===== config.mk =====
export PLATFORM = sky130hd
export DESIGN_NAME = escaped_uart_frame_encoder
export DESIGN_NICKNAME = d
export VERILOG_FILES = /design/src/rtl/core/euf_pkg.sv /design/src/rtl/core/euf_front.sv /design/src/rtl/core/euf_queue.sv /design/src/rtl/core/euf_back.sv /design/src/rtl/core/escaped_uart_frame_encoder.sv
export VERILOG_INCLUDE_DIRS = /design/src /design/src/rtl/core
export SDC_FILE = /design/constraint.sdc
export NUM_CORES = 1
export LEC_CHECK = 0
export ABC_AREA = 1
export CAP_MARGIN = 5
export CORE_ASPECT_RATIO = 1.4
export CORE_MARGIN = 2
export CORE_UTILIZATION = 64
export CTS_CLUSTER_SIZE = 10
export DETAILED_ROUTE_END_ITERATION = 8
export DONT_BUFFER_PORTS = 1
export GPL_TIMING_DRIVEN = 0
export PLACE_DENSITY_LB_ADDON = 0.05
export RECOVER_POWER = 50
export SETUP_SLACK_MARGIN = 0.5
export SLEW_MARGIN = 25
export SYNTH_ARGS = -nofsm -noshare
export SYNTH_HDL_FRONTEND = slang
export SYNTH_SLANG_ARGS = --single-unit

===== constraint.sdc =====
create_clock -name aclk -period 3.15 [get_ports aclk]
set_input_delay 0.945 -clock aclk [delete_from_list [all_inputs] [get_ports aclk]]
set_output_delay 0.945 -clock aclk [all_outputs]
set_load 0.005 [all_outputs]

===== src/rtl/core/assert_macros.svh =====
// ----------------------------------------------------------------------------
// Assertion macros
// Shared concurrent assertion wrappers. Defining SYNTH removes them.
// ----------------------------------------------------------------------------
`ifndef ASSERT_MACROS_SVH
`define ASSERT_MACROS_SVH
`ifndef SYNTH
// Assertion clocked on clk, disabled while the active-low reset is asserted.
`define ASSERT_CLK_RST(label, clk, rst_n, prop, msg) \
    label: assert property (@(posedge clk) disable iff (!(rst_n)) (prop)) \
        else $error(msg);
// Assertion clocked on clk that is checked during reset as well.
`define ASSERT_CLK(label, clk, prop, msg) \
    label: assert property (@(posedge clk) (prop)) else $error(msg);
`else
`define ASSERT_CLK_RST(label, clk, rst_n, prop, msg)
`define ASSERT_CLK(label, clk, prop, msg)
`endif
`endif


===== src/rtl/core/euf_pkg.sv =====
// ----------------------------------------------------------------------------
// euf_pkg
// Types and constants shared by the escaped frame encoder modules.
// ----------------------------------------------------------------------------
package euf_pkg;

    // Register indexes on the configuration port.
    localparam logic [1:0] REG_ESCAPE = 2'd0;
    localparam logic [1:0] REG_START  = 2'd1;
    localparam logic [1:0] REG_END    = 2'd2;

    localparam logic [7:0] ESCAPE_RESET = 8'd253;
    localparam logic [7:0] START_RESET  = 8'd255;
    localparam logic [7:0] END_RESET    = 8'd254;

    // Output slots of one request, in emission order.
    localparam int SLOT_START  = 0;
    localparam int SLOT_AH_ESC = 1;
    localparam int SLOT_AH     = 2;
    localparam int SLOT_AL_ESC = 3;
    localparam int SLOT_AL     = 4;
    localparam int SLOT_D_ESC  = 5;
    localparam int SLOT_D      = 6;
    localparam int SLOT_END    = 7;
    localparam int NUM_SLOTS   = 8;

    typedef struct packed {
        logic [7:0] escape_value;
        logic [7:0] start_value;
        logic [7:0] end_value;
    } cfg_t;

    typedef struct packed {
        logic [NUM_SLOTS-1:0] mask;
        logic [15:0]          dest_addr;
        logic [7:0]           data_byte;
    } desc_t;

endpackage


===== src/rtl/core/euf_front.sv =====
// ----------------------------------------------------------------------------
// euf_front
// Accepts input requests and turns each into a slot mask for the back end.
// ----------------------------------------------------------------------------
module euf_front (
    input  euf_pkg::cfg_t  cfg,
    input  logic           s_valid,
    output logic           s_ready,
    input  logic [15:0]    s_dest_addr,
    input  logic [7:0]     s_data_byte,
    input  logic           s_has_byte,
    input  logic           s_first,
    input  logic           s_last,
    input  logic           q_full,
    output logic           q_push,
    output euf_pkg::desc_t q_desc
);

    logic ah_esc;
    logic al_esc;
    logic d_esc;
    logic [euf_pkg::NUM_SLOTS-1:0] mask;

    assign ah_esc = s_dest_addr[15:8] >= cfg.escape_value;
    assign al_esc = s_dest_addr[7:0] >= cfg.escape_value;
    assign d_esc  = s_data_byte >= cfg.escape_value;

    always_comb begin
        mask                         = '0;
        mask[euf_pkg::SLOT_START]    = s_first;
        mask[euf_pkg::SLOT_AH_ESC]   = s_first & ah_esc;
        mask[euf_pkg::SLOT_AH]       = s_first;
        mask[euf_pkg::SLOT_AL_ESC]   = s_first & al_esc;
        mask[euf_pkg::SLOT_AL]       = s_first;
        mask[euf_pkg::SLOT_D_ESC]    = s_has_byte & d_esc;
        mask[euf_pkg::SLOT_D]        = s_has_byte;
        mask[euf_pkg::SLOT_END]      = s_last;
    end

    // A request that produces no bytes is accepted and dropped here.
    assign s_ready          = !q_full;
    assign q_push           = s_valid && s_ready && (mask != '0);
    assign q_desc.mask      = mask;
    assign q_desc.dest_addr = s_dest_addr;
    assign q_desc.data_byte = s_data_byte;

endmodule


===== src/rtl/core/euf_queue.sv =====
// ----------------------------------------------------------------------------
// euf_queue
// Small first-in first-out queue of request descriptors.
// ----------------------------------------------------------------------------
module euf_queue #(
    parameter int DEPTH = 2
) (
    input  logic           aclk,
    input  logic           aresetn,
    input  logic           push,
    input  euf_pkg::desc_t push_desc,
    output logic           full,
    input  logic           pop,
    output logic           head_valid,
    output euf_pkg::desc_t head_desc
);

    localparam int PTR_W = (DEPTH > 1) ? $clog2(DEPTH) : 1;
    localparam int CNT_W = $clog2(DEPTH + 1);

    euf_pkg::desc_t entry_reg [DEPTH];
    logic [PTR_W-1:0] wr_ptr_reg;
    logic [PTR_W-1:0] rd_ptr_reg;
    logic [CNT_W-1:0] count_reg;
    logic [PTR_W-1:0] wr_ptr_next;
    logic [PTR_W-1:0] rd_ptr_next;
    logic [CNT_W-1:0] count_next;
    logic             do_pop;

    assign full       = count_reg == CNT_W'(DEPTH);
    assign head_valid = count_reg != '0;
    assign head_desc  = entry_reg[rd_ptr_reg];
    assign do_pop     = pop && head_valid;

    always_comb begin
        wr_ptr_next = wr_ptr_reg;
        rd_ptr_next = rd_ptr_reg;
        count_next  = count_reg;
        if (push) begin
            wr_ptr_next = (wr_ptr_reg == PTR_W'(DEPTH - 1)) ? '0 : wr_ptr_reg + 1'b1;
        end
        if (do_pop) begin
            rd_ptr_next = (rd_ptr_reg == PTR_W'(DEPTH - 1)) ? '0 : rd_ptr_reg + 1'b1;
        end
        if (push && !do_pop) begin
            count_next = count_reg + 1'b1;
        end else if (!push && do_pop) begin
            count_next = count_reg - 1'b1;
        end
    end

    always_ff @(posedge aclk) begin
        if (!aresetn) begin
            wr_ptr_reg <= '0;
            rd_ptr_reg <= '0;
            count_reg  <= '0;
        end else begin
            wr_ptr_reg <= wr_ptr_next;
            rd_ptr_reg <= rd_ptr_next;
            count_reg  <= count_next;
        end
    end

    always_ff @(posedge aclk) begin
        if (push) begin
            entry_reg[wr_ptr_reg] <= push_desc;
        end
    end

endmodule


===== src/rtl/core/euf_back.sv =====
// ----------------------------------------------------------------------------
// euf_back
// Walks the slots of the head descriptor, one output byte per cycle unless m_ready stalls.
// ----------------------------------------------------------------------------
`include "assert_macros.svh"

module euf_back (
    input  logic           aclk,
    input  logic           aresetn,
    input  euf_pkg::cfg_t  cfg,
    input  logic           head_valid,
    input  euf_pkg::desc_t head_desc,
    output logic           pop,
    output logic           m_valid,
    input  logic           m_ready,
    output logic [7:0]     m_out_byte,
    output logic           m_run_last,
    output logic           m_frame_done,
    output logic [15:0]    m_frame_bytes
);

    localparam int NS = euf_pkg::NUM_SLOTS;

    logic [NS-1:0] done_mask_reg;
    logic [NS-1:0] done_mask_next;
    logic [15:0]   count_reg;
    logic [15:0]   count_next;
    logic          m_valid_reg;
    logic [7:0]    m_out_byte_reg;
    logic          m_run_last_reg;
    logic          m_frame_done_reg;
    logic [15:0]   m_frame_bytes_reg;

    logic [NS-1:0] remaining;
    logic [NS-1:0] slot_bit;
    logic          advance;
    logic          fire;
    logic          last_slot;
    logic [15:0]   count_inc;
    logic [7:0]    addr_hi;
    logic [7:0]    addr_lo;
    logic [7:0]    byte_sel;

    assign remaining = head_desc.mask & ~done_mask_reg;
    assign slot_bit  = remaining & (~remaining + NS'(1));
    assign advance   = !m_valid_reg || m_ready;
    assign fire      = head_valid && advance;
    assign last_slot = remaining == slot_bit;
    assign pop       = fire && last_slot;
    assign count_inc = (count_reg == 16'hFFFF) ? count_reg : count_reg + 16'd1;
    assign addr_hi   = head_desc.dest_addr[15:8];
    assign addr_lo   = head_desc.dest_addr[7:0];

    // Escape slots emit the escape byte; the byte slot after one carries the XOR.
    always_comb begin
        if (slot_bit[euf_pkg::SLOT_START]) begin
            byte_sel = cfg.start_value;
        end else if (slot_bit[euf_pkg::SLOT_AH]) begin
            byte_sel = head_desc.mask[euf_pkg::SLOT_AH_ESC] ?
                       (addr_hi ^ cfg.escape_value) : addr_hi;
        end else if (slot_bit[euf_pkg::SLOT_AL]) begin
            byte_sel = head_desc.mask[euf_pkg::SLOT_AL_ESC] ?
                       (addr_lo ^ cfg.escape_value) : addr_lo;
        end else if (slot_bit[euf_pkg::SLOT_D]) begin
            byte_sel = head_desc.mask[euf_pkg::SLOT_D_ESC] ?
                       (head_desc.data_byte ^ cfg.escape_value) : head_desc.data_byte;
        end else if (slot_bit[euf_pkg::SLOT_END]) begin
            byte_sel = cfg.end_value;
        end else begin
            byte_sel = cfg.escape_value;
        end
    end

    always_comb begin
        done_mask_next = done_mask_reg;
        count_next     = count_reg;
        if (fire) begin
            done_mask_next = last_slot ? '0 : (done_mask_reg | slot_bit);
            if (slot_bit[euf_pkg::SLOT_START]) begin
                count_next = 16'd1;
            end else if (slot_bit[euf_pkg::SLOT_END]) begin
                count_next = '0;
            end else begin
                count_next = count_inc;
            end
        end
    end

    always_ff @(posedge aclk) begin
        if (!aresetn) begin
            done_mask_reg <= '0;
            count_reg     <= '0;
            m_valid_reg   <= 1'b0;
        end else begin
            done_mask_reg <= done_mask_next;
            count_reg     <= count_next;
            if (advance) begin
                m_valid_reg <= head_valid;
            end
        end
    end

    always_ff @(posedge aclk) begin
        if (fire) begin
            m_out_byte_reg    <= byte_sel;
            m_run_last_reg    <= last_slot;
            m_frame_done_reg  <= slot_bit[euf_pkg::SLOT_END];
            m_frame_bytes_reg <= slot_bit[euf_pkg::SLOT_END] ? count_inc : 16'd0;
        end
    end

    assign m_valid       = m_valid_reg;
    assign m_out_byte    = m_out_byte_reg;
    assign m_run_last    = m_run_last_reg;
    assign m_frame_done  = m_frame_done_reg;
    assign m_frame_bytes = m_frame_bytes_reg;

    `ASSERT_CLK_RST(a_one_slot, aclk, aresetn, fire |-> $onehot(slot_bit), "no single slot chosen")
    `ASSERT_CLK_RST(a_end_closes, aclk, aresetn, (m_valid_reg && m_frame_done_reg) |-> m_run_last_reg, "end byte not last of request")
    `ASSERT_CLK_RST(a_bytes_only_end, aclk, aresetn, (m_valid_reg && !m_frame_done_reg) |-> (m_frame_bytes_reg == 16'd0), "frame count outside end byte")
    `ASSERT_CLK_RST(a_start_count, aclk, aresetn, (fire && slot_bit[euf_pkg::SLOT_START]) |=> (count_reg == 16'd1), "count not restarted by start byte")

endmodule


===== src/rtl/core/escaped_uart_frame_encoder.sv =====
// ----------------------------------------------------------------------------
// escaped_uart_frame_encoder
// Byte-stuffing frame encoder: start byte, escaped address and payload,
// end byte with a saturating frame byte count.
// ----------------------------------------------------------------------------
//  channel | dir | handshake         | payload
//  s_*     | in  | s_valid / s_ready | dest_addr, data_byte, has_byte, first, last
//  m_*     | out | m_valid / m_ready | out_byte, run_last, frame_done, frame_bytes
//  apb     | in  | psel / penable    | paddr, pwdata, prdata (3 registers)
//
// One output byte leaves per cycle unless m_ready stalls the output; a request
// produces up to 8 bytes, a plain payload byte 1 or 2. A request that
// produces nothing is accepted and never enters the queue.
// The back-end byte sequencer sets this rate; the queue holds QUEUE_DEPTH
// requests, including the one being sent.
// Reset is synchronous and active low; it restores the register defaults and
// empties the queue. Either side may stall without stalling the other until
// the queue fills.
// ----------------------------------------------------------------------------
module escaped_uart_frame_encoder #(
    parameter int QUEUE_DEPTH = 2
) (
    input  logic        aclk,
    input  logic        aresetn,
    input  logic        psel,
    input  logic        penable,
    input  logic        pwrite,
    input  logic [3:0]  paddr,
    input  logic [31:0] pwdata,
    output logic [31:0] prdata,
    output logic        pready,
    input  logic        s_valid,
    output logic        s_ready,
    input  logic [15:0] s_dest_addr,
    input  logic [7:0]  s_data_byte,
    input  logic        s_has_byte,
    input  logic        s_first,
    input  logic        s_last,
    output logic        m_valid,
    input  logic        m_ready,
    output logic [7:0]  m_out_byte,
    output logic        m_run_last,
    output logic        m_frame_done,
    output logic [15:0] m_frame_bytes
);

    euf_pkg::cfg_t  cfg_reg;
    euf_pkg::desc_t q_desc;
    euf_pkg::desc_t head_desc;
    logic           q_push;
    logic           q_full;
    logic           q_pop;
    logic           head_valid;
    logic           wr_en;

    assign pready = 1'b1;
    assign wr_en  = psel && penable && pwrite;

    always_ff @(posedge aclk) begin
        if (!aresetn) begin
            cfg_reg.escape_value <= euf_pkg::ESCAPE_RESET;
            cfg_reg.start_value  <= euf_pkg::START_RESET;
            cfg_reg.end_value    <= euf_pkg::END_RESET;
        end else if (wr_en) begin
            unique case (paddr[3:2])
                euf_pkg::REG_ESCAPE: cfg_reg.escape_value <= pwdata[7:0];
                euf_pkg::REG_START:  cfg_reg.start_value  <= pwdata[7:0];
                euf_pkg::REG_END:    cfg_reg.end_value    <= pwdata[7:0];
                default: ;
            endcase
        end
    end

    always_comb begin
        unique case (paddr[3:2])
            euf_pkg::REG_ESCAPE: prdata = {24'd0, cfg_reg.escape_value};
            euf_pkg::REG_START:  prdata = {24'd0, cfg_reg.start_value};
            euf_pkg::REG_END:    prdata = {24'd0, cfg_reg.end_value};
            default:             prdata = '0;
        endcase
    end

    euf_front u_front (
        .cfg         (cfg_reg),
        .s_valid     (s_valid),
        .s_ready     (s_ready),
        .s_dest_addr (s_dest_addr),
        .s_data_byte (s_data_byte),
        .s_has_byte  (s_has_byte),
        .s_first     (s_first),
        .s_last      (s_last),
        .q_full      (q_full),
        .q_push      (q_push),
        .q_desc      (q_desc)
    );

    euf_queue #(
        .DEPTH (QUEUE_DEPTH)
    ) u_queue (
        .aclk       (aclk),
        .aresetn    (aresetn),
        .push       (q_push),
        .push_desc  (q_desc),
        .full       (q_full),
        .pop        (q_pop),
        .head_valid (head_valid),
        .head_desc  (head_desc)
    );

    euf_back u_back (
        .aclk          (aclk),
        .aresetn       (aresetn),
        .cfg           (cfg_reg),
        .head_valid    (head_valid),
        .head_desc     (head_desc),
        .pop           (q_pop),
        .m_valid       (m_valid),
        .m_ready       (m_ready),
        .m_out_byte    (m_out_byte),
        .m_run_last    (m_run_last),
        .m_frame_done  (m_frame_done),
        .m_frame_bytes (m_frame_bytes)
    );

endmodule

==> results by group <==
Outcome
  • Status: finished, final reports clean

Clocking
  • Clock transition at path regs: 60 ps
  • Total CTS buffers: 17
  • Clock buffer depth: 2
  • Clk root buf: clkbuf_16
  • H-tree Lvls: 4
  • Latest clock arrival within the worst-skew pair: 410 ps
  • Sink Count: 140
  • TritonCTS clock tree: done

Power and ir drop
  • Total Power: 4860 uW
  • Static Leak: 0.00361 uW
  • Power per cell area: 586 nW/um2
  • VDD IR-drop max: 0.411 mV

Global routing
  • Largest net degree at the start of global routing: 24
  • Initial antenna violation count: 0
  • First-pass GRT wire length: 27700 um
  • GRT Total Usage: 0.297
  • Vias in the first global route: 5737
  • Total gr overflow: 0

Timing
  • Slew HR: 0.389
  • Peak Freq: 0.383 GHz
  • Slew Viols, Final: 0
  • Worst Tran Pin Value: 913 ps
  • Final period utilization: 0.828
  • Setup_tns: 0 ps
  • Final period demand of the worst path: 2610 ps
  • RSZ-0062 raised after global routing: true
  • # setup viols final: 0
  • Setup Skew: 7.87 ps
  • Final hold vios: 0

Worst setup path
  • Worst Path Arrival: 1660 ps
  • Buf/Inv on CP: 1
  • CP cell instances: nor2_1 -> clkinv_1 -> o221ai_1
  • CP Max Fanout: 9
  • Slowest CP cell: o221ai_1
  • Max stage delay on crit path: 390 ps
  • Worst endpoint required time: 2200 ps
  • Startpoint Class: primary input
  • Setup CP Type: primary input to output port
  • Largest delay contributor family on the critical path: compound AO/OA/AOI/OAI gates
  • Setup crit end kind: output port

Drt
  • Via density: 5.64
  • DRT iter0 DRCs: 377
  • Post-DR wirelength/cell: 16.8 um
  • Vias after detailed routing: 5984
  • Final ANT Viol Nets: 0
  • Drt first pass iters: 7
  • DRC violations left: 0
  • Total wire length: 17800 um

Die
  • Die Wd: 94.6 um
  • # rows: 46
  • Die area: 12400 um2
  • Core ar.: 11300 um2
  • Boundary Pins: 131
  • Die outline height: 131 um
  • Initial Util: 0.653

Synthesis
  • Synthesized flop and latch total: 140
  • Number of synthesized flops with an enable pin: 86
  • Post-synth ARST share: 0
  • Sequential share of the synthesized area: 0.498
  • Synth top area cells: edfxtp_1, dfxtp_1, nand2_1
  • Avg Inst Size Synth: 8.58 um2
  • Post-synth design cell area: 7360 um2
  • Distinct cells, synth: 47
  • Post-synthesis cell count: 858
  • Synth Warn #: 0
  • Cell taking the most area after synthesis: edfxtp_1
  • Synth Flop Type: edfxtp_1
  • Yosys top cell area share: 0.351

Final layout
  • Share of cells above drive strength 1: 0.104
  • Cell Count, Final, Fillers Out: 1061
  • Diodes inserted: 0
  • Commonest non-fill, non-tap cell in the layout: nand2_1
  • Max reg flops: 60
  • Area growth from synthesis to layout: 12.5%
  • Fin nets: 1000
  • Most frequent cells in the layout: nand2_1, inv_1, edfxtp_1
  • Final-layout fill cell count: 859
  • Final instance area: 8280 um2

Placement
  • GPL Wtd Cong: 0.991
  • Dpl cells: 1028
  • Port Buffers: 0
  • Hpwl dp: 13300 um
  • Post-Place Cell Area: 7730 um2

Hold path
  • Worst min-delay path class: register to register

Run
  • Max-cap violations: 0
-- layer usage --
layer / wire [um] / vias up / GRT usage / share of wire
met1: 6350 / 2716 / 0.316 / 0.36
met4: 1060 / 0 / 0.204 / 0.060
met3: 1210 / 65 / 0.0614 / 0.068
met5: 0 / - / 0 / 0
met2: 9190 / 314 / 0.521 / 0.52
li1: - / 2889 / - / -
-- stage by stage --
stage               utilization  setup WS, ps  hold slack [ps]
floorplan                     -           558              428
global placement          0.677          37.4              446
detailed placement        0.685           575              451
CTS                       0.735           577              475
global route              0.734           431              479
finish                    0.734           542              474
-- final timing paths --
kind | end | slack, ps | cells past startpoint | startpoint
max | prdata[7] | 540 | 3 | paddr[3]
min | u_back.done_mask_reg[6] | 470 | 2 | u_back.done_mask_reg[6]
max reg2reg | u_queue.count_reg[1] | 620 | 15 | register
min reg2reg | u_back.done_mask_reg[6] | 470 | 2 | u_back.done_mask_reg[6]
-- cell families (layout without fill, tap and decap cells) --
logic type	count (synthesis)	after routing	synth area share
and+or+nand+nor	405	405	0.236
buffers and inverters	142	178	0.0894
DFF	140	140	0.498
AOI/OAI and AO/OA	105	105	0.0853
xor gates and xnor gates	30	30	0.0357
adders and majority gates	26	26	0.0442
muxes	8	8	0.0109
other	2	25	0.00102
-- worst reg2reg max path, stage by stage, from the launching register on --
cell,delay [ps]
dfxtp_2,390
buf_6,180
nand2_1,100
nand3_1,120
nand2_1,140
nor2_8,170
nand2_1,70
nand2_1,60
nand2_1,80
nor2_2,120
nand3_2,120
ha_1,340
a21oi_1,110
o21ai_0,130
o21ai_0,210
a21oi_1,60
-- power breakdown --
group	switching (uW)	total [uW]	internal, uW
combinational	506	749	244
clock	800	1900	1100
sequential	65.5	2210	2140
total	1370	4860	3480
-- timing repair --
item                                    CTS  global route
gates resized for setup                   0             1
buffers inserted                          0             1
endpoints found under the setup margin    0             3
hold buffers                              0             0
endpoints found under the hold margin     0             0
-- final cells by class --
cell class | instances | area (um2) | share of cell area
plain buffers | 44 | 290 | 0.0350
clock inverters | 15 | 140 | 0.0169
multi-input cells | 599 | 3120 | 0.377
inverters | 98 | 368 | 0.0444
clock buffers | 17 | 425 | 0.0514
flip-flops and latches | 140 | 3660 | 0.442
well taps | 144 | 180 | 0.0218
repair buffers | 4 | 90.1 | 0.0109
-- cells in the mapped netlist, types with 2 or more instances --
library cell  count
mux2i_1           8
nand2_1         262
clkinv_1          4
edfxtp_1         86
clkbuf_1         10
conb_1            2
xor2_1           20
o21ai_0          16
nand4_1          16
and2_1            2
a21oi_1          55
dfxtp_1          54
o2111ai_1         3
o211ai_1         16
o221ai_1          8
a31oi_1           2
nor2_2            3
buf_6             3
nand3_2           6
nand3_1          23
nor3_1            6
nand2_2           5
buf_2             4
nor2_1           69
buf_4            26
ha_1             26
nor2_4            2
xnor2_1          10
inv_2             4
inv_1            90
Note: power is estimated with default switching activity, not from simulation.
